--- src/sv/chtt_pkg.sv ---
// Package with operation codes, empty-entry constants and controller interface types.
`timescale 1ns / 1ps
package chtt_pkg;

  typedef enum logic [1:0] {
    OP_STORE   = 2'd0,
    OP_PROBE   = 2'd1,
    OP_ADVANCE = 2'd2,
    OP_CLEAR   = 2'd3
  } op_t;

  localparam logic [7:0]  EMPTY_DEPTH = 8'hC0;    // -64
  localparam logic [15:0] EMPTY_SCORE = 16'hD8F0; // -10000

  typedef struct packed {
    logic load;
    logic age_inc;
    logic rd;
    logic track;
    logic store_hit;
    logic store_miss;
    logic probe_hit;
    logic clear_wr;
    logic out_load;
  } chtt_cmd_t;

  typedef struct packed {
    logic lock_hit;
  } chtt_status_t;

endpackage

--- src/sv/chtt_ctrl.sv ---
// Controller: sequences clearing sweeps, cluster way scans and result hand-off.
`timescale 1ns / 1ps
module chtt_ctrl #(
  parameter int CLUSTER_WAYS  = 4,
  parameter int ADDR_BITS     = 17,
  parameter int WAY_BITS      = 2,
  parameter int TABLE_ENTRIES = 65539
) (
  input  logic                   clk,
  input  logic                   rst,
  input  logic                   in_valid,
  output logic                   in_ready,
  input  logic [1:0]             op,
  output logic                   out_valid,
  input  logic                   out_ready,
  output chtt_pkg::chtt_cmd_t    cmd,
  input  chtt_pkg::chtt_status_t status,
  output logic [WAY_BITS-1:0]    way,
  output logic [ADDR_BITS-1:0]   clr_addr
);
  import chtt_pkg::*;

  typedef enum logic [2:0] {
    S_CLEAR,
    S_IDLE,
    S_READ,
    S_CHECK,
    S_DONE
  } state_t;

  localparam logic [ADDR_BITS-1:0] LAST_ADDR = ADDR_BITS'(TABLE_ENTRIES - 1);
  localparam logic [WAY_BITS-1:0]  LAST_WAY  = WAY_BITS'(CLUSTER_WAYS - 1);

  state_t state;
  op_t    op_q;
  logic   pend_result;
  logic   accept;
  logic   out_free;

  assign in_ready = (state == S_IDLE);
  assign accept   = in_valid && in_ready;
  assign out_free = !out_valid || out_ready;

  always_comb begin
    cmd = '0;
    unique case (state)
      S_CLEAR: cmd.clear_wr = 1'b1;
      S_IDLE: begin
        cmd.load    = accept;
        cmd.age_inc = accept && (op_t'(op) == OP_ADVANCE);
      end
      S_READ: cmd.rd = 1'b1;
      S_CHECK: begin
        cmd.track      = !status.lock_hit;
        cmd.store_hit  = status.lock_hit && (op_q == OP_STORE);
        cmd.probe_hit  = status.lock_hit && (op_q == OP_PROBE);
        cmd.store_miss = !status.lock_hit && (way == LAST_WAY) && (op_q == OP_STORE);
      end
      S_DONE: cmd.out_load = out_free;
      default: cmd = '0;
    endcase
  end

  always_ff @(posedge clk) begin
    if (rst) begin
      state       <= S_CLEAR;
      op_q        <= OP_STORE;
      pend_result <= 1'b0;
      way         <= '0;
      clr_addr    <= '0;
      out_valid   <= 1'b0;
    end else begin
      if (out_valid && out_ready && (state != S_DONE)) begin
        out_valid <= 1'b0;
      end
      unique case (state)
        S_CLEAR: begin
          if (clr_addr == LAST_ADDR) begin
            clr_addr <= '0;
            state    <= pend_result ? S_DONE : S_IDLE;
          end else begin
            clr_addr <= clr_addr + ADDR_BITS'(1);
          end
        end
        S_IDLE: begin
          if (accept) begin
            op_q <= op_t'(op);
            way  <= '0;
            unique case (op_t'(op))
              OP_STORE, OP_PROBE: state <= S_READ;
              OP_ADVANCE:         state <= S_DONE;
              OP_CLEAR: begin
                pend_result <= 1'b1;
                clr_addr    <= '0;
                state       <= S_CLEAR;
              end
              default:            state <= S_DONE;
            endcase
          end
        end
        S_READ: state <= S_CHECK;
        S_CHECK: begin
          if (status.lock_hit || way == LAST_WAY) begin
            state <= S_DONE;
          end else begin
            way   <= way + WAY_BITS'(1);
            state <= S_READ;
          end
        end
        S_DONE: begin
          if (out_free) begin
            out_valid   <= 1'b1;
            pend_result <= 1'b0;
            state       <= S_IDLE;
          end
        end
        default: state <= S_IDLE;
      endcase
    end
  end

endmodule
--- config.mk ---
export PLATFORM = sky130hd
export DESIGN_NAME = chtt_ctrl
export DESIGN_NICKNAME = d
export VERILOG_FILES = /design/src/sv/chtt_pkg.sv /design/src/sv/chtt_ctrl.sv
export SDC_FILE = /design/constraint.sdc
export NUM_CORES = 1
export LEC_CHECK = 0
export BUFFER_PORTS_ARGS = -buffer_cell sky130_fd_sc_hd__buf_2
export CORE_UTILIZATION = 59
export CTS_BUF_LIST = sky130_fd_sc_hd__clkbuf_8
export DETAILED_ROUTE_END_ITERATION = 8
export PLACE_DENSITY = 0.95
export SLEW_MARGIN = 10
export SYNTH_ARGS = -nofsm -noshare
export SYNTH_HDL_FRONTEND = slang
export SYNTH_SLANG_ARGS = --single-unit
--- constraint.sdc ---
create_clock -name clk -period 5.2 [get_ports clk]
set_input_delay 1.56 -clock clk [delete_from_list [all_inputs] [get_ports clk]]
set_output_delay 1.56 -clock clk [all_outputs]
set_load 0.02 [all_outputs]
======== After elaboration in Yosys (flattened, before gate mapping) ========
Cells that the tools add are included.
word-level totals
  bits in registers ....................... 26
  bits of input ports ..................... 7
  output and inout bits ................... 30
cells by class
  add/sub/neg operators ................... 2
  equality and inequality tests ........... 16
  multiplexer cells ....................... 26
  reduce and logical (&&, ||, !) cells .... 24
operators with widths
  kind                                                              count
  17-bit 2-to-1 mux                                                 3
  17-bit case mux with 2 select lines                               1
  17-bit by 1-bit adder with 17-bit output (second input constant)  1
  17-bit == test (second input constant)                            1
  3-bit 2-to-1 mux                                                  5
  3-bit case mux with 5 select lines                                1
  1-bit 2-to-1 mux                                                  9
  3-bit case mux with 3 select lines                                1
  3-bit AND reduction                                               3
  1-bit logical AND                                                 8
  2-bit == test (second input constant)                             3
  3-bit by 2-bit == test with 1-bit output (second input constant)  2
  2-bit 2-to-1 mux                                                  3
  2-bit != test (second input constant)                             3
  2-bit nonzero test                                                3
  2-bit by 1-bit == test with 1-bit output (second input constant)  2
  2-bit logical NOT                                                 2
  4-bit 2-to-1 mux                                                  1
  2-bit by 1-bit != test with 1-bit output (second input constant)  2
  2-bit case mux with 2 select lines                                1
  4-bit AND reduction                                               1
  3-bit by 1-bit == test with 1-bit output (second input constant)  1
  3-bit == test (second input constant)                             1
  3-bit logical NOT                                                 1
  other kinds (7)                                                   9

======== Depth between registers and ports, before layout ========
  word-level depth ........................ 5
  mapped depth ............................ 9
  depth with buffers taken out ............ 7

======== Least setup slack after synthesis ========
OpenSTA, ideal clock, no wires.
  path kind ............................... input to output
  start ................................... input in_valid
  end ..................................... output cmd[7] (netlist name)
  data arrival time ....................... 2.247 ns
  required time ........................... 3.640 ns
  path slack .............................. 1.393 ns
  cell stages on the path ................. 4
  buffers on the path ..................... 0
  cells stage by stage .................... nand2_1 -> inv_1 -> nand2_1 -> nor2_1
RTL lines
  item         RTL line         text
  from (decl)  chtt_ctrl.sv:11  input logic in_valid,
  to (decl)    chtt_ctrl.sv:16  output chtt_pkg::chtt_cmd_t cmd,

==> run summary <==
register area share after synthesis: 0.342
EDFF count, synth: 0
initial antenna violation count: 0
Primary FF master, synth: dfxtp_1
Leak: 0.709 nW
Layout area overhead: 14.0%
gr ovfl total: 0
share of the synthesized area in the top cell type: 0.342
Post-synth ARST share: 0
clk buf depth: 2
CTS H-tree depth: 1
fin crit share: 0.740
Hold Buf Count CTS: 0
top-count cell post-synth: dfxtp_1
outcome: completed
# port buffers: 36
Arr. time, crit path: 2.29 ns
top cells by area, synth: dfxtp_1, a21oi_1, nand2_1
final setup margin: 1.35 ns
# resized after CTS: 0
Tot GR Track Use: 0.267
io pins: 37
Synthesis Warnings: 0
HP Class: flip-flop to flip-flop
pre-CTS WS: 1.39 ns
Crit Path Max Fanout: 5
average cell area after synthesis: 7.80 µm²
# diodes: 0
Initial Util: 0.620
Post CTS Setup Buffer Count: 0
CTS Sinks: 26
Initial DRC Count: 70
Crit. End Element: output port
number of synthesized register bits: 26
drt total wl: 3.72 mm
power consumption: 0.399 mW
VDD IR max: 0.171 mV
DRC: 0
RD Place Congestion: 0.907
fill count: 208
vias per inst: 6.32
fraction of layout cells with a size suffix above 1: 0.215
row cnt: 18
DRT antenna net count: 0
post-route cell area: 1730 µm²
RSZ-0062 raised after global routing: no
Setup CP Type: primary input to output port
clock skew: 0.00320 ns
fin. max-slew vios: 0
syn nets: 205
Chip Width: 52.8 µm
vias in the first global route: 1,213
maxcap violations: 0
final net count: 234
largest net degree at the start of global routing: 21
largest area contributor in the netlist: dfxtp_1
Die ar.: 2790 µm²
Fin Setup TNS: 0 ns
Reg clk slew, reported paths: 0.09 ns
clk_lat worst skew: 0.28 ns
first-pass iteration count of the detailed router: 4
crit path launch type: primary input
placed standard-cell area: 1660 µm²
dpl hpwl: 2.56 mm
Die Y-Extent: 52.8 µm
Final Hold Viols: 0
via count: 1,598
Setup violations, final: 0
CTS Buf Count: 3
unique cell type count in the Yosys netlist: 44
Final Critical Period: 3.85 ns
first-pass GRT wire length: 5.52 mm
Fmax: 260 MHz
Power Density: 230 nW/µm²
Cell Area, Synth: 1520 µm²
WL per Instance: 14.7 µm
slew margin rel.: 0.505
root buf cell: clkbuf_8
Core Area: 2450 µm²
slew at the pin with the worst max-slew slack: 0.739 ns
CTS tree: yes
WP data required: 3.64 ns
commonest cells in the netlist: dfxtp_1, nand2_1, a21oi_1
Post-Syn Instances: 195
-- cell usage in the layout (no fill, tap or decap), drive strengths merged, types with 4 or more instances in the layout --
master | Yosys | final
a31oi | 12 | 12
nor3 | 8 | 8
and3 | 4 | 4
nand4 | 5 | 5
inv | 7 | 7
nand3 | 10 | 10
or3 | 7 | 7
nand2b | 4 | 4
dfxtp | 26 | 26
buf | 8 | 36
nor2 | 14 | 14
nand2 | 24 | 24
o21ai | 8 | 8
nor4 | 6 | 6
a21oi | 20 | 20
-- flip-flops by register name, summed over array words and instances (netlist names) --
signal	count
clr_addr	17
state	3
op_q	2
way	2
out_valid	1
pend_result	1
-- worst max-delay path: stages --
cell and delay (ns):
buf_2 0.11, nand2_1 0.14, inv_1 0.15, nand2_1 0.09
nor2_1 0.08, buf_2 0.16
-- final timing paths --
kind	slack [ns]	start	cells past startpoint	endpoint
worst max register to register	2.94	clr_addr[0]$_SDFFE_PP0P_	7	clr_addr[12]$_SDFFE_PP0P_
worst min-delay path	0.49	op_q[0]$_SDFFE_PP0P_	2	op_q[0]$_SDFFE_PP0P_
worst max-delay path	1.35	in_valid	6	cmd[7]
worst min register to register	0.49	op_q[0]$_SDFFE_PP0P_	2	op_q[0]$_SDFFE_PP0P_
-- cells by family (layout without fill, tap and decap cells) --
logic type	Yosys count	after routing	synth area share
compound gates	49	49	0.201
fa+ha+maj	3	3	0.0247
buf+inv	19	47	0.0674
flops	26	26	0.342
mux	2	2	0.0140
simple gates	96	96	0.351
-- per-stage QoR --
step | hold WS, ns | instances | utilization
2_1_floorplan | 0.450 | 195 | -
3_3_place_gp | 0.466 | 249 | 0.677
3_5_place_dp | 0.468 | 249 | 0.677
4_1_cts | 0.485 | 253 | 0.706
5_1_grt | 0.508 | 253 | 0.706
6_report | 0.492 | 253 | 0.706
-- power breakdown --
| part | switching, mW | internal [mW] | leakage, nW | total, mW |
|---|---|---|---|---|
| clock network | 0.0677 | 0.103 | 0.0357 | 0.171 |
| registers | 0.00380 | 0.201 | 0.210 | 0.205 |
| logic | 0.0142 | 0.00885 | 0.463 | 0.0230 |
-- cell type report --
cell class                      instances  area [µm²]  share of cell area
Timing Repair Buffer                   36         180               0.104
Clock inverter                          1        30.0              0.0173
Sequential cell                        26         520               0.300
Inverter                                7        26.3              0.0152
Multi-Input combinational cell        150         898               0.518
Tap cell                               30        37.5              0.0216
Clock buffer                            3        41.3              0.0238
-- routing by layer --
layer  share of wire  vias to the layer above  GRT usage  wire, µm
li1                -                      767          -         -
met1            0.45                      761      0.359      1690
met2            0.48                       65      0.437      1780
met3           0.056                        5     0.0290       208
met4           0.012                        0     0.0921        46
met5               0                        -          0         0
Note: power is estimated with default switching activity, not from simulation.
